### config.mk
export PLATFORM = sky130hd
export DESIGN_NAME = crc32_key_to_ring_slot_top
export DESIGN_NICKNAME = d
export VERILOG_FILES = /design/src/hw/rtl/crc32ks_pkg.sv /design/src/hw/rtl/crc32_key_to_ring_slot_top.sv /design/src/hw/rtl/crc32ks_fifo.sv /design/src/hw/rtl/crc32ks_front.sv /design/src/hw/rtl/crc32ks_back.sv
export SDC_FILE = /design/constraint.sdc
export NUM_CORES = 1
export LEC_CHECK = 0
export ABC_AREA = 1
export ABC_CLOCK_PERIOD_IN_PS = 6000
export BUFFER_PORTS_ARGS = -buffer_cell sky130_fd_sc_hd__buf_4
export CAP_MARGIN = 10
export CELL_PAD_IN_SITES_DETAIL_PLACEMENT = 2
export CELL_PAD_IN_SITES_GLOBAL_PLACEMENT = 2
export CORE_MARGIN = 5
export CORE_UTILIZATION = 36
export DETAILED_ROUTE_END_ITERATION = 7
export GPL_ROUTABILITY_DRIVEN = 0
export MAX_ROUTING_LAYER = met4
export PLACE_DENSITY = 0.85
export SYNTH_ARGS = -nofsm -noshare
export SYNTH_HDL_FRONTEND = slang
export SYNTH_HIERARCHICAL = 1
export SYNTH_SLANG_ARGS = --single-unit
### constraint.sdc
create_clock -name clk_i -period 6 [get_ports clk_i]
set_input_delay 0.6 -clock clk_i [delete_from_list [all_inputs] [get_ports clk_i]]
set_output_delay 0.6 -clock clk_i [all_outputs]
set_load 0.1 [all_outputs]
### src/hw/rtl/crc32ks_pkg.sv
`default_nettype none

package crc32ks_pkg;

  // Field widths.
  localparam int unsigned CrcW       = 32;
  localparam int unsigned ByteW      = 8;
  localparam int unsigned SlotW      = 24;
  localparam int unsigned SlotCountW = 25;

  // CRC-32 constants, reflected form.
  localparam logic [CrcW-1:0] CrcPoly = 32'hEDB88320;
  localparam logic [CrcW-1:0] CrcInit = 32'hFFFFFFFF;

  // Slot count register.
  localparam logic [SlotCountW-1:0] SlotCountReset = 25'd1024;
  localparam logic [SlotCountW-1:0] SlotCountMax   = 25'h1000000;

  // Result queue between the front and the back. The depth is a power of two.
  localparam int unsigned QueueDepth = 2;
  localparam int unsigned QueueIdxW  = $clog2(QueueDepth);

  // The remainder unit takes one dividend bit per cycle.
  localparam int unsigned DivCntW = $clog2(CrcW);

  // One finished key as it travels from the front to the back.
  typedef struct packed {
    logic [CrcW-1:0] crc;
    logic            empty_key;
  } key_res_t;

  // Back end sequencer.
  typedef enum logic [2:0] {
    BkIdle = 3'b001,
    BkDiv  = 3'b010,
    BkHold = 3'b100
  } back_state_e;

  // Advance a reflected CRC-32 by one byte, one bit per step.
  function automatic logic [CrcW-1:0] crc_advance(input logic [CrcW-1:0] crc_in,
                                                  input logic [ByteW-1:0] data);
    logic [CrcW-1:0] c;
    c = crc_in ^ {{(CrcW-ByteW){1'b0}}, data};
    for (int b = 0; b < ByteW; b++) begin
      c = c[0] ? ((c >> 1) ^ CrcPoly) : (c >> 1);
    end
    return c;
  endfunction

endpackage

`default_nettype wire

### src/hw/rtl/crc32_key_to_ring_slot_top.sv
// Key to ring slot hasher.
// Input channel (in_valid_i / in_ready_o) carries one key byte per transfer;
// key_end_i marks the last byte and empty_key_i stands for a zero-length key.
// Output channel (out_valid_o / out_ready_i) carries one result per key: the
// inverted CRC-32 of the key and that value modulo the slot count register.
// cfg_we_i writes the slot count from cfg_wdata_i; write it only when idle.
// Key bytes are taken one per cycle while the two-entry result queue has room.
// The slot is found by a single remainder unit that takes one CRC bit per
// cycle; per key the back end takes a key from the queue, runs 32 remainder
// steps and loads the output register. Empty keys and a zero slot count skip
// the remainder steps and give slot zero; a count above 2^24 acts as 2^24.
// When the receiver stalls, the result waits in the output register, one more
// finished key waits in the remainder unit and two more in the queue; then
// in_ready_o drops until space frees up.
// Reset clears the running CRC to all ones, empties the queue and sets the
// slot count to 1024.
`default_nettype none

module crc32_key_to_ring_slot_top import crc32ks_pkg::*; (
  input  wire logic                  clk_i,
  input  wire logic                  rst_ni,
  input  wire logic                  in_valid_i,
  output logic                       in_ready_o,
  input  wire logic [ByteW-1:0]      key_byte_i,
  input  wire logic                  key_end_i,
  input  wire logic                  empty_key_i,
  output logic                       out_valid_o,
  input  wire logic                  out_ready_i,
  output logic [CrcW-1:0]            key_crc_o,
  output logic [SlotW-1:0]           ring_slot_o,
  input  wire logic                  cfg_we_i,
  input  wire logic [SlotCountW-1:0] cfg_wdata_i
);

  logic     push;
  key_res_t push_data;
  logic     full;
  logic     pop;
  key_res_t pop_data;
  logic     empty;

  // Front end: CRC accumulation and key classification.
  crc32ks_front u_front (
    .clk_i       (clk_i),
    .rst_ni      (rst_ni),
    .in_valid_i  (in_valid_i),
    .in_ready_o  (in_ready_o),
    .key_byte_i  (key_byte_i),
    .key_end_i   (key_end_i),
    .empty_key_i (empty_key_i),
    .push_o      (push),
    .push_data_o (push_data),
    .full_i      (full)
  );

  // Queue of finished keys.
  crc32ks_fifo u_fifo (
    .clk_i       (clk_i),
    .rst_ni      (rst_ni),
    .push_i      (push),
    .push_data_i (push_data),
    .full_o      (full),
    .pop_i       (pop),
    .pop_data_o  (pop_data),
    .empty_o     (empty)
  );

  // Back end: slot remainder and output register.
  crc32ks_back u_back (
    .clk_i       (clk_i),
    .rst_ni      (rst_ni),
    .cfg_we_i    (cfg_we_i),
    .cfg_wdata_i (cfg_wdata_i),
    .empty_i     (empty),
    .pop_data_i  (pop_data),
    .pop_o       (pop),
    .out_valid_o (out_valid_o),
    .out_ready_i (out_ready_i),
    .key_crc_o   (key_crc_o),
    .ring_slot_o (ring_slot_o)
  );

endmodule

`default_nettype wire

### src/hw/rtl/crc32ks_fifo.sv
`default_nettype none

module crc32ks_fifo import crc32ks_pkg::*; (
  input  wire logic     clk_i,
  input  wire logic     rst_ni,
  input  wire logic     push_i,
  input  wire key_res_t push_data_i,
  output logic          full_o,
  input  wire logic     pop_i,
  output key_res_t      pop_data_o,
  output logic          empty_o
);

  key_res_t               mem_q [QueueDepth];
  logic [QueueIdxW-1:0]   wr_ptr_q, rd_ptr_q;
  logic [QueueIdxW:0]     cnt_q, cnt_d;

  assign full_o     = (cnt_q == QueueDepth[QueueIdxW:0]);
  assign empty_o    = (cnt_q == '0);
  assign pop_data_o = mem_q[rd_ptr_q];

  // Entry storage; payload needs no reset.
  always_ff @(posedge clk_i) begin
    if (push_i) begin
      mem_q[wr_ptr_q] <= push_data_i;
    end
  end

  // Fill count follows pushes and pops.
  always_comb begin
    cnt_d = cnt_q;
    if (push_i && !pop_i) begin
      cnt_d = cnt_q + 1'b1;
    end else if (pop_i && !push_i) begin
      cnt_d = cnt_q - 1'b1;
    end
  end

  // Pointers wrap naturally since the depth is a power of two.
  always_ff @(posedge clk_i or negedge rst_ni) begin
    if (!rst_ni) begin
      wr_ptr_q <= '0;
      rd_ptr_q <= '0;
      cnt_q    <= '0;
    end else begin
      if (push_i) begin
        wr_ptr_q <= wr_ptr_q + 1'b1;
      end
      if (pop_i) begin
        rd_ptr_q <= rd_ptr_q + 1'b1;
      end
      cnt_q <= cnt_d;
    end
  end

endmodule

`default_nettype wire

### src/hw/rtl/crc32ks_front.sv
`default_nettype none

module crc32ks_front import crc32ks_pkg::*; (
  input  wire logic             clk_i,
  input  wire logic             rst_ni,
  input  wire logic             in_valid_i,
  output logic                  in_ready_o,
  input  wire logic [ByteW-1:0] key_byte_i,
  input  wire logic             key_end_i,
  input  wire logic             empty_key_i,
  output logic                  push_o,
  output key_res_t              push_data_o,
  input  wire logic             full_i
);

  logic [CrcW-1:0] crc_q, crc_d;
  logic [CrcW-1:0] crc_next;
  logic            xfer;

  // A byte is taken whenever the queue has room for a possible result.
  assign in_ready_o = !full_i;
  assign xfer       = in_valid_i && in_ready_o;
  assign crc_next   = crc_advance(crc_q, key_byte_i);

  // Classify the transfer: inner byte, last byte or empty key marker.
  always_comb begin
    crc_d                 = crc_q;
    push_o                = 1'b0;
    push_data_o.crc       = ~crc_next;
    push_data_o.empty_key = 1'b0;
    if (xfer) begin
      if (empty_key_i) begin
        crc_d                 = CrcInit;
        push_o                = 1'b1;
        push_data_o.crc       = '0;
        push_data_o.empty_key = 1'b1;
      end else if (key_end_i) begin
        crc_d  = CrcInit;
        push_o = 1'b1;
      end else begin
        crc_d = crc_next;
      end
    end
  end

  // Running CRC of the key in progress.
  always_ff @(posedge clk_i or negedge rst_ni) begin
    if (!rst_ni) begin
      crc_q <= CrcInit;
    end else begin
      crc_q <= crc_d;
    end
  end

endmodule

`default_nettype wire

### src/hw/rtl/crc32ks_back.sv
`default_nettype none

module crc32ks_back import crc32ks_pkg::*; (
  input  wire logic                  clk_i,
  input  wire logic                  rst_ni,
  input  wire logic                  cfg_we_i,
  input  wire logic [SlotCountW-1:0] cfg_wdata_i,
  input  wire logic                  empty_i,
  input  wire key_res_t              pop_data_i,
  output logic                       pop_o,
  output logic                       out_valid_o,
  input  wire logic                  out_ready_i,
  output logic [CrcW-1:0]            key_crc_o,
  output logic [SlotW-1:0]           ring_slot_o
);

  back_state_e              state_q, state_d;
  logic [SlotCountW-1:0]    slot_count_q;
  logic [SlotCountW-1:0]    mod_q, mod_d;
  logic [CrcW-1:0]          div_q, div_d;
  logic [CrcW-1:0]          crc_hold_q, crc_hold_d;
  logic [SlotW-1:0]         rem_q, rem_d;
  logic [DivCntW-1:0]       cnt_q, cnt_d;
  logic                     out_valid_q, out_valid_d;
  logic [CrcW-1:0]          key_crc_q;
  logic [SlotW-1:0]         ring_slot_q;
  logic [SlotCountW-1:0]    trial;
  logic [SlotCountW-1:0]    trial_sub;
  logic                     trial_ge;
  logic                     out_free;
  logic                     load_out;

  assign out_valid_o = out_valid_q;
  assign key_crc_o   = key_crc_q;
  assign ring_slot_o = ring_slot_q;

  // One restoring remainder step: shift in the next dividend bit and subtract.
  assign trial     = {rem_q, div_q[CrcW-1]};
  assign trial_ge  = (trial >= mod_q);
  assign trial_sub = trial - mod_q;

  assign out_free = !out_valid_q || out_ready_i;

  // Sequencer: take a key from the queue, reduce it, then hand it to the output.
  always_comb begin
    state_d    = state_q;
    mod_d      = mod_q;
    div_d      = div_q;
    crc_hold_d = crc_hold_q;
    rem_d      = rem_q;
    cnt_d      = cnt_q;
    pop_o      = 1'b0;
    load_out   = 1'b0;
    unique case (state_q)
      BkIdle: begin
        if (!empty_i) begin
          pop_o      = 1'b1;
          crc_hold_d = pop_data_i.crc;
          div_d      = pop_data_i.crc;
          rem_d      = '0;
          cnt_d      = '0;
          if (slot_count_q > SlotCountMax) begin
            mod_d = SlotCountMax;
          end else begin
            mod_d = slot_count_q;
          end
          // Empty keys and a zero slot count both give slot zero.
          if (pop_data_i.empty_key || (slot_count_q == '0)) begin
            state_d = BkHold;
          end else begin
            state_d = BkDiv;
          end
        end
      end
      BkDiv: begin
        rem_d = trial_ge ? trial_sub[SlotW-1:0] : trial[SlotW-1:0];
        div_d = {div_q[CrcW-2:0], 1'b0};
        cnt_d = cnt_q + 1'b1;
        if (cnt_q == DivCntW'(CrcW - 1)) begin
          state_d = BkHold;
        end
      end
      BkHold: begin
        if (out_free) begin
          load_out = 1'b1;
          state_d  = BkIdle;
        end
      end
      default: begin
        state_d = BkIdle;
      end
    endcase
  end

  // Output register valid flag.
  always_comb begin
    out_valid_d = out_valid_q;
    if (load_out) begin
      out_valid_d = 1'b1;
    end else if (out_ready_i) begin
      out_valid_d = 1'b0;
    end
  end

  // Control state and the slot count register.
  always_ff @(posedge clk_i or negedge rst_ni) begin
    if (!rst_ni) begin
      state_q      <= BkIdle;
      cnt_q        <= '0;
      out_valid_q  <= 1'b0;
      slot_count_q <= SlotCountReset;
    end else begin
      state_q     <= state_d;
      cnt_q       <= cnt_d;
      out_valid_q <= out_valid_d;
      if (cfg_we_i) begin
        slot_count_q <= cfg_wdata_i;
      end
    end
  end

  // Datapath registers of the remainder unit and the output stage.
  always_ff @(posedge clk_i) begin
    mod_q      <= mod_d;
    div_q      <= div_d;
    crc_hold_q <= crc_hold_d;
    rem_q      <= rem_d;
    if (load_out) begin
      key_crc_q   <= crc_hold_q;
      ring_slot_q <= rem_q;
    end
  end

endmodule

`default_nettype wire

==> run summary <==
CP max stage delay = 0.67 ns
Rel. slew slack = 25.6%
Finished Core Util = 42.4%
first-pass iteration count of the detailed router = 4
number of flops mapped to enable cells by yosys = 235
global route total overflow = 0
top-count cell post-synth = nand2_1
leak pwr = 7.87 nW
clk root buf = clkbuf_16
TritonCTS Buffers = 36
cell mode on critical path = buf_4
Vias = 10800
top area cells in the synthesized netlist = edfxtp_1, nand2_1, inv_1, dfrtp_1, dfstp_2
Rows = 74
I/O pin total = 98
Clock Latency Late Sink = 0.56 ns
adder-cell share of the synthesized area = 2.49%
vias per cell = 4.98
IO buf count = 97
synthesized area per cell = 9.93 sq um
area delta synth->final = 16.5%
worst-margin pin slew = 1.12 ns
antenna violations before repair = 1
clock slew at reported path FFs = 0.06 ns
Most used DFF post-synth = edfxtp_1
Async S/R FF share, synth = 23.0%
CP Max Fanout = 60
Pwr Density = 660 nW/um^2
first-pass GRT wire length = 72.7 mm
combinational family with the most area after synthesis = simple AND/OR/NAND/NOR gates
Synth Register Bits = 305
Final setup viols = 0
CTS tree = done
Synth top cells by count = nand2_1, inv_1, edfxtp_1, nor2_1, xor2_1
post_cts resized = 0
residual DRC count = 0
CP Cell Sequence = nor3_4 -> buf_4 -> inv_2 -> nand2_2 -> buf_4
aggregate routed wire length = 46.8 mm
simple-gate share of the synthesized area = 19.8%
post-DP HPWL = 32.7 mm
Syn Nets = 1569
maximum clock frequency = 315 MHz
WP data required = 6.17 ns
r2r setup slk = 2.83 ns
Synth Area in Compound Gates = 3.02%
XOR/XNOR Fraction of Synth Area = 4.18%
R2R Path Start = u_back/state_q[2]
Die Wd = 213 microns
Core ar. = 40900 sq um
Final Cycle Share = 52.9%
share of the synthesized area in the top cell type = 47.4%
skew final = 0.0266 ns
Die Y = 213 microns
Setup TNS Final = 0 ns
Hold Path Class = in -> async
warnings from Yosys = 6
Initial Utilization = 36.4%
WS Path Type = reg -> reg
minimum clock period = 3.17 ns
CTS H-tree depth = 2
Post-CTS Hold Buffers = 0
Mapped Cells = 1500
Synth area leader = edfxtp_1
CP startpoint kind = register
Final Hold Viols = 0
CP startpoint = u_back/state_q[2]
RSZ-0062 raised after global routing = false
Mapped Area = 14900 sq um
First DRT Iteration DRCs = 492
vias in the first global route = 12200
Clock Tree Buf Depth = 3
clock sinks = 305
final max-slew violation count = 0
critical path data arrival time = 3.34 ns
setup bufs post-CTS = 0
share of layout cells above drive strength 1 = 17.0%
routed len/inst = 21.6 microns
total track usage = 21.5%
VDD IR max = 275 uV
outcome = complete, no violations
Worst path slowest cell = buf_4
NumNets Final = 1675
max_cap viols = 0
mux share of post-synthesis cell area = 3.30%
pin count of the biggest net entering global routing = 71
die area = 45500 sq um
Cell variety after synth = 46
Worst Setup End Kind = register
Post-DRT Antenna Nets = 0
register area share after synthesis = 59.4%
sequential cells by signal, summed over array words and instances, names as in the netlist:
register	cells
u_back/ring_slot_o	24
u_fifo/rd_ptr_q	1
u_back/mod_q	25
u_fifo/wr_ptr_q	1
u_fifo/mem_q	66
u_back/div_q	32
u_back/key_crc_o	32
u_back/rem_q	24
u_front/crc_q	32
u_back/slot_count_q	25
u_fifo/cnt_q	2
u_back/crc_hold_q	32
u_back/cnt_q	5
u_back/out_valid_o	1
u_back/state_q	3
worst max-delay path: cells and delay by family, from the launching register on:
family                 cells  cell delay (ns)
buffers and inverters      3             1.79
flip-flops                 1             0.43
AND/OR/NAND/NOR            2             0.50
cell families after synthesis:
group | count (synthesis)
AOI/OAI and AO/OA | 79
buffers and inverters | 284
and+or+nand+nor | 700
adders and majority gates | 29
muxes | 34
xor gates and xnor gates | 69
DFF | 305
power breakdown:
| part | internal, W | leakage [nW] | switching [W] |
|---|---|---|---|
| combinational | 0.00153 | 4.26 | 0.00364 |
| sequential | 0.00355 | 3.02 | 0.000497 |
| clock | 0.00132 | 0.588 | 0.000914 |
| total | 0.00640 | 7.87 | 0.00506 |
stage by stage:
stage	total power [W]	hold slack [ns]	area [sq um]	instances	setup WS [ns]
6_report	0.0115	0.234	17300	2167	2.83
5_1_grt	0.0122	0.256	17300	2167	2.71
4_1_cts	0.0116	0.226	17300	2166	2.87
3_5_place_dp	0.00919	0.411	16200	2100	2.94
3_3_place_gp	0.00875	0.404	16200	2100	3.08
2_1_floorplan	0.00753	0.304	14900	1500	0.445
layout by cell type, fill, tap and decap left out, types with 5 or more instances in the layout:
cell type    n
buf_4      105
clkbuf_16   37
inv_1      241
nand2_1    438
o22ai_1     16
nor2_1     133
nand2_4      5
edfxtp_1   235
clkinv_2     7
nand2_2     16
mux2_4      29
nand4_1     37
xor2_1      56
mux2_2       5
nand3b_1     8
nand3_1     39
xnor2_1     12
nor2_2       8
dfstp_2     34
ha_1        28
o21ai_0     30
a21oi_1     21
dfrtp_1     35
clkbuf_1     6
routing by layer:
| metal | vias up | track usage (%) | share of wire (%) |
|---|---|---|---|
| met5 | - | - | 0 |
| met4 | 0 | 6.16 | 2.3 |
| met3 | 56 | 2.81 | 2.8 |
| met2 | 147 | 39.0 | 54 |
| met1 | 5577 | 25.0 | 41 |
| li1 | 5019 | - | - |
final cells by class:
cell class                 instances  area (sq um)
fill                            4382         23600
tap                              532           666
sequential                       305          8850
antenna                            1          2.50
inverter                         247           932
timing repair buffer             105           788
multi-input combinational        911          4910
clock buffer                      47          1000
clock inverter                    19           188
final timing paths:
check	endpoint	cells after the start
setup / recovery	u_back/rem_q[15]	5
hold / removal	u_fifo/wr_ptr_q	1
setup reg to reg	u_back/rem_q[15]	5
hold reg to reg	u_back/key_crc_o[4]	0
max in group asynchronous	u_fifo/rd_ptr_q	1
min in group clk_i	u_back/slot_count_q[0]	3
(Power assumes the default switching activity.)
